--- config.mk ---
export PLATFORM = sky130hd
export DESIGN_NAME = tlb_refill_inverted_table_lru_unit
export DESIGN_NICKNAME = d
export VERILOG_FILES = /design/src/rtl/core/tlbrf_pkg.sv /design/src/rtl/core/tlbrf_ctrl.sv /design/src/rtl/core/tlbrf_dp.sv /design/src/rtl/core/tlb_refill_inverted_table_lru_unit.sv
export SDC_FILE = /design/constraint.sdc
export NUM_CORES = 2
export LEC_CHECK = 0
export BUFFER_PORTS_ARGS = -buffer_cell sky130_fd_sc_hd__buf_2
export CAP_MARGIN = 30
export CORE_ASPECT_RATIO = 0.9
export CORE_UTILIZATION = 50
export CTS_CLUSTER_SIZE = 40
export DETAILED_ROUTE_END_ITERATION = 12
export HOLD_SLACK_MARGIN = 0.02
export PLACE_DENSITY_LB_ADDON = 0.05
export SYNTH_ARGS = -nofsm -noshare
export SYNTH_HDL_FRONTEND = slang
export SYNTH_SLANG_ARGS = --single-unit
--- constraint.sdc ---
create_clock -name clk -period 7.6 [get_ports clk]
set_input_delay 0.76 -clock clk [delete_from_list [all_inputs] [get_ports clk]]
set_output_delay 0.76 -clock clk [all_outputs]
set_load 0.1 [all_outputs]
--- src/rtl/core/tlbrf_pkg.sv ---
// ----------------------------------------------------------------------------
// tlbrf_pkg
// Shared types and constants of the TLB refill unit.
// ----------------------------------------------------------------------------
package tlbrf_pkg;

    localparam int NUM_FRAMES  = 32;
    localparam int TLB_ENTRIES = 4;
    localparam int PAGE_BYTES  = 128;
    localparam int FRAME_W     = $clog2(NUM_FRAMES);
    localparam int SLOT_W      = $clog2(TLB_ENTRIES);
    localparam int PAGE_SHIFT  = $clog2(PAGE_BYTES);
    localparam int VPN_W       = 25;
    localparam int NPAGES_W    = 26;

    localparam logic [1:0] ST_RESIDENT = 2'd0;
    localparam logic [1:0] ST_FAULT    = 2'd1;
    localparam logic [1:0] ST_ADDR_ERR = 2'd2;
    localparam logic [1:0] ST_DIRTY    = 2'd3;

    localparam logic ACT_REFILL = 1'b0;
    localparam logic ACT_DIRTY  = 1'b1;

    typedef struct packed {
        logic        action;
        logic [31:0] vaddr;
        logic [7:0]  pid;
        logic [31:0] now;
        logic [1:0]  dirty_slot;
    } req_t;

    typedef struct packed {
        logic [1:0]       status;
        logic [4:0]       frame;
        logic [1:0]       slot;
        logic             page_out;
        logic [VPN_W-1:0] victim_vpn;
        logic [7:0]       victim_pid;
        logic             page_in;
    } rsp_t;

    // Controller to datapath.
    typedef struct packed {
        logic latch;     // capture request, clear scan state
        logic dirty_op;  // mark a TLB slot dirty and respond
        logic scan;      // examine frame at scan index
        logic evict;     // evict victim and install page
        logic insert;    // TLB insert of the target frame
        logic err;       // respond with an address error
    } cmd_t;

    // Datapath to controller.
    typedef struct packed {
        logic scan_last;
        logic hit;
        logic in_range;
    } sts_t;

endpackage

--- src/rtl/core/tlbrf_ctrl.sv ---
// ----------------------------------------------------------------------------
// tlbrf_ctrl
// Sequencer of the TLB refill unit.
// ----------------------------------------------------------------------------
module tlbrf_ctrl
    import tlbrf_pkg::*;
(
    input  logic clk,
    input  logic rst_n,
    input  logic start,
    input  logic action,
    input  sts_t sts,
    output logic busy,
    output cmd_t cmd
);

    typedef enum logic [2:0] {S_IDLE, S_SCAN, S_DECIDE, S_EVICT, S_INSERT} state_t;

    state_t state_reg, state_next;

    always_comb
    begin
        state_next = state_reg;
        cmd = '0;
        case (state_reg)
            S_IDLE:
            begin
                if (start)
                begin
                    cmd.latch = 1'b1;
                    state_next = (action == ACT_DIRTY) ? S_IDLE : S_SCAN;
                end
            end
            S_SCAN:
            begin
                cmd.scan = 1'b1;
                if (sts.scan_last)
                    state_next = S_DECIDE;
            end
            S_DECIDE:
            begin
                if (sts.hit)
                    state_next = S_INSERT;
                else if (sts.in_range)
                    state_next = S_EVICT;
                else
                begin
                    cmd.err = 1'b1;
                    state_next = S_IDLE;
                end
            end
            S_EVICT:
            begin
                cmd.evict = 1'b1;
                state_next = S_INSERT;
            end
            S_INSERT:
            begin
                cmd.insert = 1'b1;
                state_next = S_IDLE;
            end
            default: state_next = S_IDLE;
        endcase
        cmd.dirty_op = cmd.latch && (action == ACT_DIRTY);
    end

    always_ff @(posedge clk or negedge rst_n)
    begin
        if (!rst_n)
            state_reg <= S_IDLE;
        else
            state_reg <= state_next;
    end

    assign busy = (state_reg != S_IDLE);

endmodule

--- src/rtl/core/tlbrf_dp.sv ---
// ----------------------------------------------------------------------------
// tlbrf_dp
// Frame table, TLB and scan datapath of the TLB refill unit.
// ----------------------------------------------------------------------------
module tlbrf_dp
    import tlbrf_pkg::*;
(
    input  logic                clk,
    input  logic                rst_n,
    input  req_t                req,
    input  logic [NPAGES_W-1:0] num_pages,
    input  cmd_t                cmd,
    output sts_t                sts,
    output logic                rsp_valid,
    output rsp_t                rsp
);

    localparam logic [SLOT_W:0] NO_SLOT = SLOT_W'(0) | (SLOT_W+1)'(TLB_ENTRIES);

    logic [TLB_ENTRIES-1:0] tlb_valid_reg;
    logic [TLB_ENTRIES-1:0] tlb_dirty_reg;
    logic [FRAME_W-1:0]     tlb_frame_reg [TLB_ENTRIES];
    logic [SLOT_W-1:0]      fifo_reg;

    logic [NUM_FRAMES-1:0]  fv_reg;
    logic [NUM_FRAMES-1:0]  fd_reg;
    logic [7:0]             fown_reg  [NUM_FRAMES];
    logic [VPN_W-1:0]       fpage_reg [NUM_FRAMES];
    logic [SLOT_W:0]        flink_reg [NUM_FRAMES];
    logic [31:0]            fuse_reg  [NUM_FRAMES];

    req_t                   rq_reg;
    logic [FRAME_W-1:0]     idx_reg;
    logic                   hit_reg;
    logic                   inv_reg;
    logic [FRAME_W-1:0]     inv_f_reg;
    logic [FRAME_W-1:0]     lru_f_reg;
    logic [31:0]            lru_t_reg;
    logic [FRAME_W-1:0]     tgt_reg;
    logic                   fault_reg;
    logic                   po_reg;
    logic [VPN_W-1:0]       vvpn_reg;
    logic [7:0]             vpid_reg;

    logic [31-PAGE_SHIFT:0] vpn_full;
    logic [VPN_W-1:0]       vpn;
    logic                   match;
    logic [FRAME_W-1:0]     vic;
    logic [SLOT_W-1:0]      ins_slot;
    logic                   any_free;

    // The page number of a 32-bit address always fits the page field.
    assign vpn_full = rq_reg.vaddr[31:PAGE_SHIFT];
    assign vpn      = vpn_full[VPN_W-1:0];
    assign match    = fv_reg[idx_reg] && (fown_reg[idx_reg] == rq_reg.pid)
                      && (fpage_reg[idx_reg] == vpn);
    assign vic      = inv_reg ? inv_f_reg : lru_f_reg;

    assign sts.scan_last = (idx_reg == FRAME_W'(NUM_FRAMES-1));
    assign sts.hit       = hit_reg;
    assign sts.in_range  = ({1'b0, vpn} < num_pages);

    always_comb
    begin
        ins_slot = fifo_reg;
        any_free = 1'b0;
        for (int s = TLB_ENTRIES-1; s >= 0; s--)
            if (!tlb_valid_reg[s])
            begin
                ins_slot = SLOT_W'(s);
                any_free = 1'b1;
            end
    end

    always_ff @(posedge clk or negedge rst_n)
    begin
        if (!rst_n)
        begin
            tlb_valid_reg <= '0;
            tlb_dirty_reg <= '0;
            fifo_reg      <= '0;
            fv_reg        <= '0;
            fd_reg        <= '0;
            for (int f = 0; f < NUM_FRAMES; f++)
            begin
                flink_reg[f] <= NO_SLOT;
                fuse_reg[f]  <= '0;
            end
            rsp_valid <= 1'b0;
            idx_reg   <= '0;
        end
        else
        begin
            rsp_valid <= 1'b0;
            if (cmd.latch)
            begin
                rq_reg    <= req;
                idx_reg   <= '0;
                hit_reg   <= 1'b0;
                inv_reg   <= 1'b0;
                lru_f_reg <= '0;
                lru_t_reg <= fuse_reg[0];
                fault_reg <= 1'b0;
                po_reg    <= 1'b0;
                vvpn_reg  <= '0;
                vpid_reg  <= '0;
            end
            if (cmd.dirty_op)
            begin
                tlb_dirty_reg[req.dirty_slot[SLOT_W-1:0]] <= 1'b1;
                rsp_valid <= 1'b1;
                rsp <= '{status: ST_DIRTY, slot: req.dirty_slot, default: '0};
            end
            if (cmd.scan)
            begin
                idx_reg <= idx_reg + 1'b1;
                if (match && !hit_reg)
                begin
                    hit_reg   <= 1'b1;
                    tgt_reg   <= idx_reg;
                end
                if (!fv_reg[idx_reg] && !inv_reg)
                begin
                    inv_reg   <= 1'b1;
                    inv_f_reg <= idx_reg;
                end
                if (fuse_reg[idx_reg] < lru_t_reg)
                begin
                    lru_t_reg <= fuse_reg[idx_reg];
                    lru_f_reg <= idx_reg;
                end
            end
            if (cmd.err)
            begin
                rsp_valid <= 1'b1;
                rsp <= '{status: ST_ADDR_ERR, default: '0};
            end
            if (cmd.evict)
            begin
                tgt_reg   <= vic;
                fault_reg <= 1'b1;
                if (fv_reg[vic])
                begin
                    vvpn_reg <= fpage_reg[vic];
                    vpid_reg <= fown_reg[vic];
                    if (!flink_reg[vic][SLOT_W])
                    begin
                        po_reg <= tlb_dirty_reg[flink_reg[vic][SLOT_W-1:0]];
                        tlb_valid_reg[flink_reg[vic][SLOT_W-1:0]] <= 1'b0;
                    end
                    else
                        po_reg <= fd_reg[vic];
                end
                fv_reg[vic]    <= 1'b1;
                fown_reg[vic]  <= rq_reg.pid;
                fpage_reg[vic] <= vpn;
                fd_reg[vic]    <= 1'b0;
                flink_reg[vic] <= NO_SLOT;
            end
            if (cmd.insert)
            begin
                if (!any_free)
                begin
                    fd_reg[tlb_frame_reg[ins_slot]]    <= tlb_dirty_reg[ins_slot];
                    flink_reg[tlb_frame_reg[ins_slot]] <= NO_SLOT;
                end
                tlb_frame_reg[ins_slot] <= tgt_reg;
                tlb_valid_reg[ins_slot] <= 1'b1;
                // A frame replaced in its own slot keeps the slot's dirty bit.
                if (!any_free && tlb_frame_reg[ins_slot] == tgt_reg)
                    tlb_dirty_reg[ins_slot] <= tlb_dirty_reg[ins_slot];
                else
                    tlb_dirty_reg[ins_slot] <= fd_reg[tgt_reg];
                if (!any_free && tlb_frame_reg[ins_slot] == tgt_reg)
                    fd_reg[tgt_reg] <= tlb_dirty_reg[ins_slot];
                flink_reg[tgt_reg] <= {1'b0, ins_slot};
                fuse_reg[tgt_reg]  <= rq_reg.now;
                fifo_reg  <= ins_slot + 1'b1;
                rsp_valid <= 1'b1;
                rsp <= '{status: fault_reg ? ST_FAULT : ST_RESIDENT,
                         frame: tgt_reg, slot: ins_slot, page_out: po_reg,
                         victim_vpn: vvpn_reg, victim_pid: vpid_reg,
                         page_in: fault_reg};
            end
        end
    end

endmodule

--- src/rtl/core/tlb_refill_inverted_table_lru_unit.sv ---
// ----------------------------------------------------------------------------
// tlb_refill_inverted_table_lru_unit
// TLB miss handler and dirty marker over an inverted frame table with LRU replacement.
// ----------------------------------------------------------------------------
//  channel   signals                  handshake
//  request   start, busy, req         taken when start is high and busy low
//  result    rsp_valid, rsp           one-cycle strobe, cannot be stalled
//  config    cfg_valid, cfg_ready,    written when both are high
//            cfg_data
//
// A dirty request answers in the next cycle. A refill request scans the frame
// table one frame per cycle; on a hit it inserts the found frame, on a miss
// in range it first evicts a victim, else it answers with an address error.
// Reset clears all valid bits at once, with no clearing pass. Busy holds off
// new requests while one is in flight; results are never stalled.
module tlb_refill_inverted_table_lru_unit
    import tlbrf_pkg::*;
(
    input  logic                clk,
    input  logic                rst_n,
    input  logic                start,
    output logic                busy,
    input  req_t                req,
    output logic                rsp_valid,
    output rsp_t                rsp,
    input  logic                cfg_valid,
    output logic                cfg_ready,
    input  logic [NPAGES_W-1:0] cfg_data
);

    logic [NPAGES_W-1:0] num_pages_reg;
    cmd_t cmd;
    sts_t sts;

    // The register is always writable; writes are to be made only while idle, which the block does not enforce.
    assign cfg_ready = 1'b1;

    always_ff @(posedge clk or negedge rst_n)
    begin
        if (!rst_n)
            num_pages_reg <= '0;
        else if (cfg_valid)
            num_pages_reg <= cfg_data;
    end

    tlbrf_ctrl u_ctrl (
        .clk    (clk),
        .rst_n  (rst_n),
        .start  (start),
        .action (req.action),
        .sts    (sts),
        .busy   (busy),
        .cmd    (cmd)
    );

    tlbrf_dp u_dp (
        .clk       (clk),
        .rst_n     (rst_n),
        .req       (req),
        .num_pages (num_pages_reg),
        .cmd       (cmd),
        .sts       (sts),
        .rsp_valid (rsp_valid),
        .rsp       (rsp)
    );

endmodule

==> flow_summary.toml <==
[routing]
drc = 2
via_count = 68100
wire_per_inst_um = 35.3
ant_nets = 0
drt_pass1_iterations = 10
vias_per_cell = 6.68
wirelength_um = 360000
dr.first_iter.drc_count = 9157

[power_and_ir_drop]
ir_drop_v = 0.000296
p_leak_nw = 51.5
powerDensity_nw_per_um2 = 294

[sta]
finalClockSkew_ps = 47.6
setup_violations = 0
finalCriticalPeriod_ps = 5870
finalHoldViolCount = 0
holdWs_ps = 73.0
timing.final.crit_share = 0.772
tns_ps = 0
fmax_mhz = 170
rsz0062_at_grt = "no"
tightest_slew_ps = 1090
slew_viol_final = 0
relSlewSlack = 0.277

[logic_synthesis]
synth_cell_types = 72
synth_seq_area_share = 0.604
synthFlopType = "edfxtp_1"
ys_warn_count = 0
async_reset_ff_frac = 0.492
synth_cells = 6798
avgSynthCellArea_um2 = 16.8
ys_ff_latch = 2498
synth_top_area_frac = 0.334
netlist_area_um2 = 114000
synth.largest_area_cell = "edfxtp_1"
synth_edf_count = 1269
synth_nets = 6964
synth.area.top_cells = "edfxtp_1 33%, dfrtp_1 26%, mux4_2 18%, mux2_2 10%, nand2_1 1.3%"

[die]
rows = 165
die_area_um2 = 230000
start_util = 0.506
dieHeight_um = 455
io_pins = 152
die_x_um = 505
core_area_um2 = 226000

[clocking]
cts_tree = "yes"
cts-root-buf = "clkbuf_16"
numCtsBuffers = 281
cts.sinks = 2498
post_cts_buffers = 0
post_cts_resize_count = 0
clk_latency_ps = 920
ctsHtreeMaxLevel = 5
clockBufferDepth = 4
clk_pin_slew_ps = 60

[placed_design]
place.gp.congestion = 0.870
io_buffers = 143
dp_hpwl_um = 204000

[setup_path]
arrival_ps = 6440
r2r_setup_slack_ps = 1730
cp_max_fo = 53
path_cells = "buf_4, inv_1, buf_4, mux2_2, a32oi_1, o221ai_1, xnor2_1, nand4_1, nor4_1, and4_1, o21a_1"
end_kind = "register"
r2r-start = "u_dp.idx_reg[1]$_DFFE_PN0P_"
max_stage_delay_ps = 1070
timing.rr.end = "u_dp.tgt_reg[1]$_DFFE_PP_"
worstRegToRegCells = 11
worstSetupPathType = "register to register"
cp_common_cell = "buf_4"
cp_slowest_cell = "dfrtp_4"
startpoint = "u_dp.idx_reg[1]$_DFFE_PN0P_"
worstPathRequired_ps = 8170
crit_path_start_kind = "register"

[grt]
grt_pass1_vias = 68300
grt_usage = 0.315
overflow = 0
grt_max_degree = 121
antenna_found_initial = 15
grt_first_pass_wirelength_um = 513000

[outcome]
outcome = "complete, but fails checks"
failed_checks = "design-rule violations"

[hold_path]
whs_path_depth = 3
min_path_type = "input pin to register"
hp-start = "cfg_data[21]"
holdPathEnd = "num_pages_reg[21]$_DFFE_PN0P_"

[layout]
fin_nets = 7152
layout_commonest_cell = "edfxtp_1"
final_cell_mix = "1,269 x edfxtp_1, 1,191 x dfrtp_1, 1,007 x mux2_2"
area_growth_pct = 12.7
largest_register_ffs = 1024
drive_gt1_frac = 0.397

[run]
drv_cap = 0
worst max-delay path: cells and delay by family (launching register included):
family                    cells  cell delay (ps)
AOI/OAI and AO/OA             3              680
xor gates and xnor gates      1              220
buffers and inverters         3             1910
muxes                         1              360
and+or+nand+nor               3             1260
DFF                           1             1070
report_power, final:
| part | switching [mW] | internal, mW | total [mW] |
|---|---|---|---|
| clock | 5.44 | 7.46 | 12.9 |
| sequential | 0.459 | 14.5 | 15.0 |
| combinational | 5.72 | 4.24 | 9.96 |
routing by layer:
layer	routed length, µm	global-route usage	share of wire
met1	153000	0.467	0.43
met2	164000	0.476	0.46
met3	31400	0.0580	0.087
met4	11200	0.0963	0.031
met5	41	0	0.00011
logic make-up after synthesis:
| group | count (synthesis) | synth area share |
|---|---|---|
| AO/OA/AOI/OAI | 718 | 0.0449 |
| XOR/XNOR | 49 | 0.00376 |
| adder cells (fa/ha/maj) | 61 | 0.00669 |
| buffers and inverters | 635 | 0.0233 |
| flip-flops | 2498 | 0.604 |
| multiplexers | 2004 | 0.284 |
| other | 1 | 0.0000329 |
| AND/OR/NAND/NOR | 832 | 0.0329 |
worst max-delay path by stage:
| stage | to | slack (ps) | cells after the start |
|---|---|---|---|
| after global routing | u_dp.tgt_reg[1]$_DFFE_PP_ | 1550 | 11 |
| after detailed placement | u_dp.lru_t_reg[0]$_DFFE_PP_ | 1770 | 14 |
| after floorplan | u_dp.rsp[0]$_SDFFCE_PN0P_ | 1890 | 10 |
| after CTS | u_dp.lru_t_reg[6]$_DFFE_PP_ | 1790 | 14 |
| after global placement | u_dp.lru_t_reg[5]$_DFFE_PP_ | 1770 | 14 |
| final | u_dp.tgt_reg[1]$_DFFE_PP_ | 1730 | 11 |
layout make-up:
| class | count | area, µm² |
|---|---|---|
| Sequential cell | 2498 | 68900 |
| Multi-Input combinational cell | 3665 | 43100 |
| Clock buffer | 391 | 7890 |
| Inverter | 80 | 305 |
| Timing Repair Buffer | 460 | 3940 |
| Antenna cell | 6 | 15.0 |
| Fill cell | 17500 | 97100 |
| Tap cell | 3006 | 3760 |
| Clock inverter | 85 | 608 |
metrics by stage:
| step | std cells | setup slack (ps) | util | instance area, µm² | power (mW) |
|---|---|---|---|---|---|
| floorplan | 6798 | 1890 | - | 114000 | 21.9 |
| finish | 10200 | 1730 | 0.570 | 129000 | 37.9 |
| global route | 10200 | 1550 | 0.570 | 129000 | 39.1 |
| CTS | 10200 | 1790 | 0.569 | 128000 | 38.0 |
| detailed placement | 9637 | 1770 | 0.528 | 119000 | 25.2 |
| global placement | 9619 | 1770 | 0.527 | 119000 | 25.1 |
Yosys cell counts (45+ instances only):
cell type and number:
edfxtp_1 1269, dfrtp_1 1197, mux2_2 1009, mux4_2 889
nand2_1 393, clkbuf_1 379, nor2_1 172, o21ai_0 121
a22oi_1 107, mux2i_1 104, buf_2 96, a22o_1 88
inv_1 79, a21oi_1 63, ha_1 61, a221oi_1 59
and3_1 59, nand3_1 49, buf_1 47, a31oi_1 45
repair_timing:
| action | CTS | global route |
|---|---|---|
| hold buffers | 61 | 0 |
| endpoints found under the hold margin | 75 | 0 |
| setup endpoints to repair | 0 | 0 |
No activity file was read; power rests on OpenSTA's default activity.
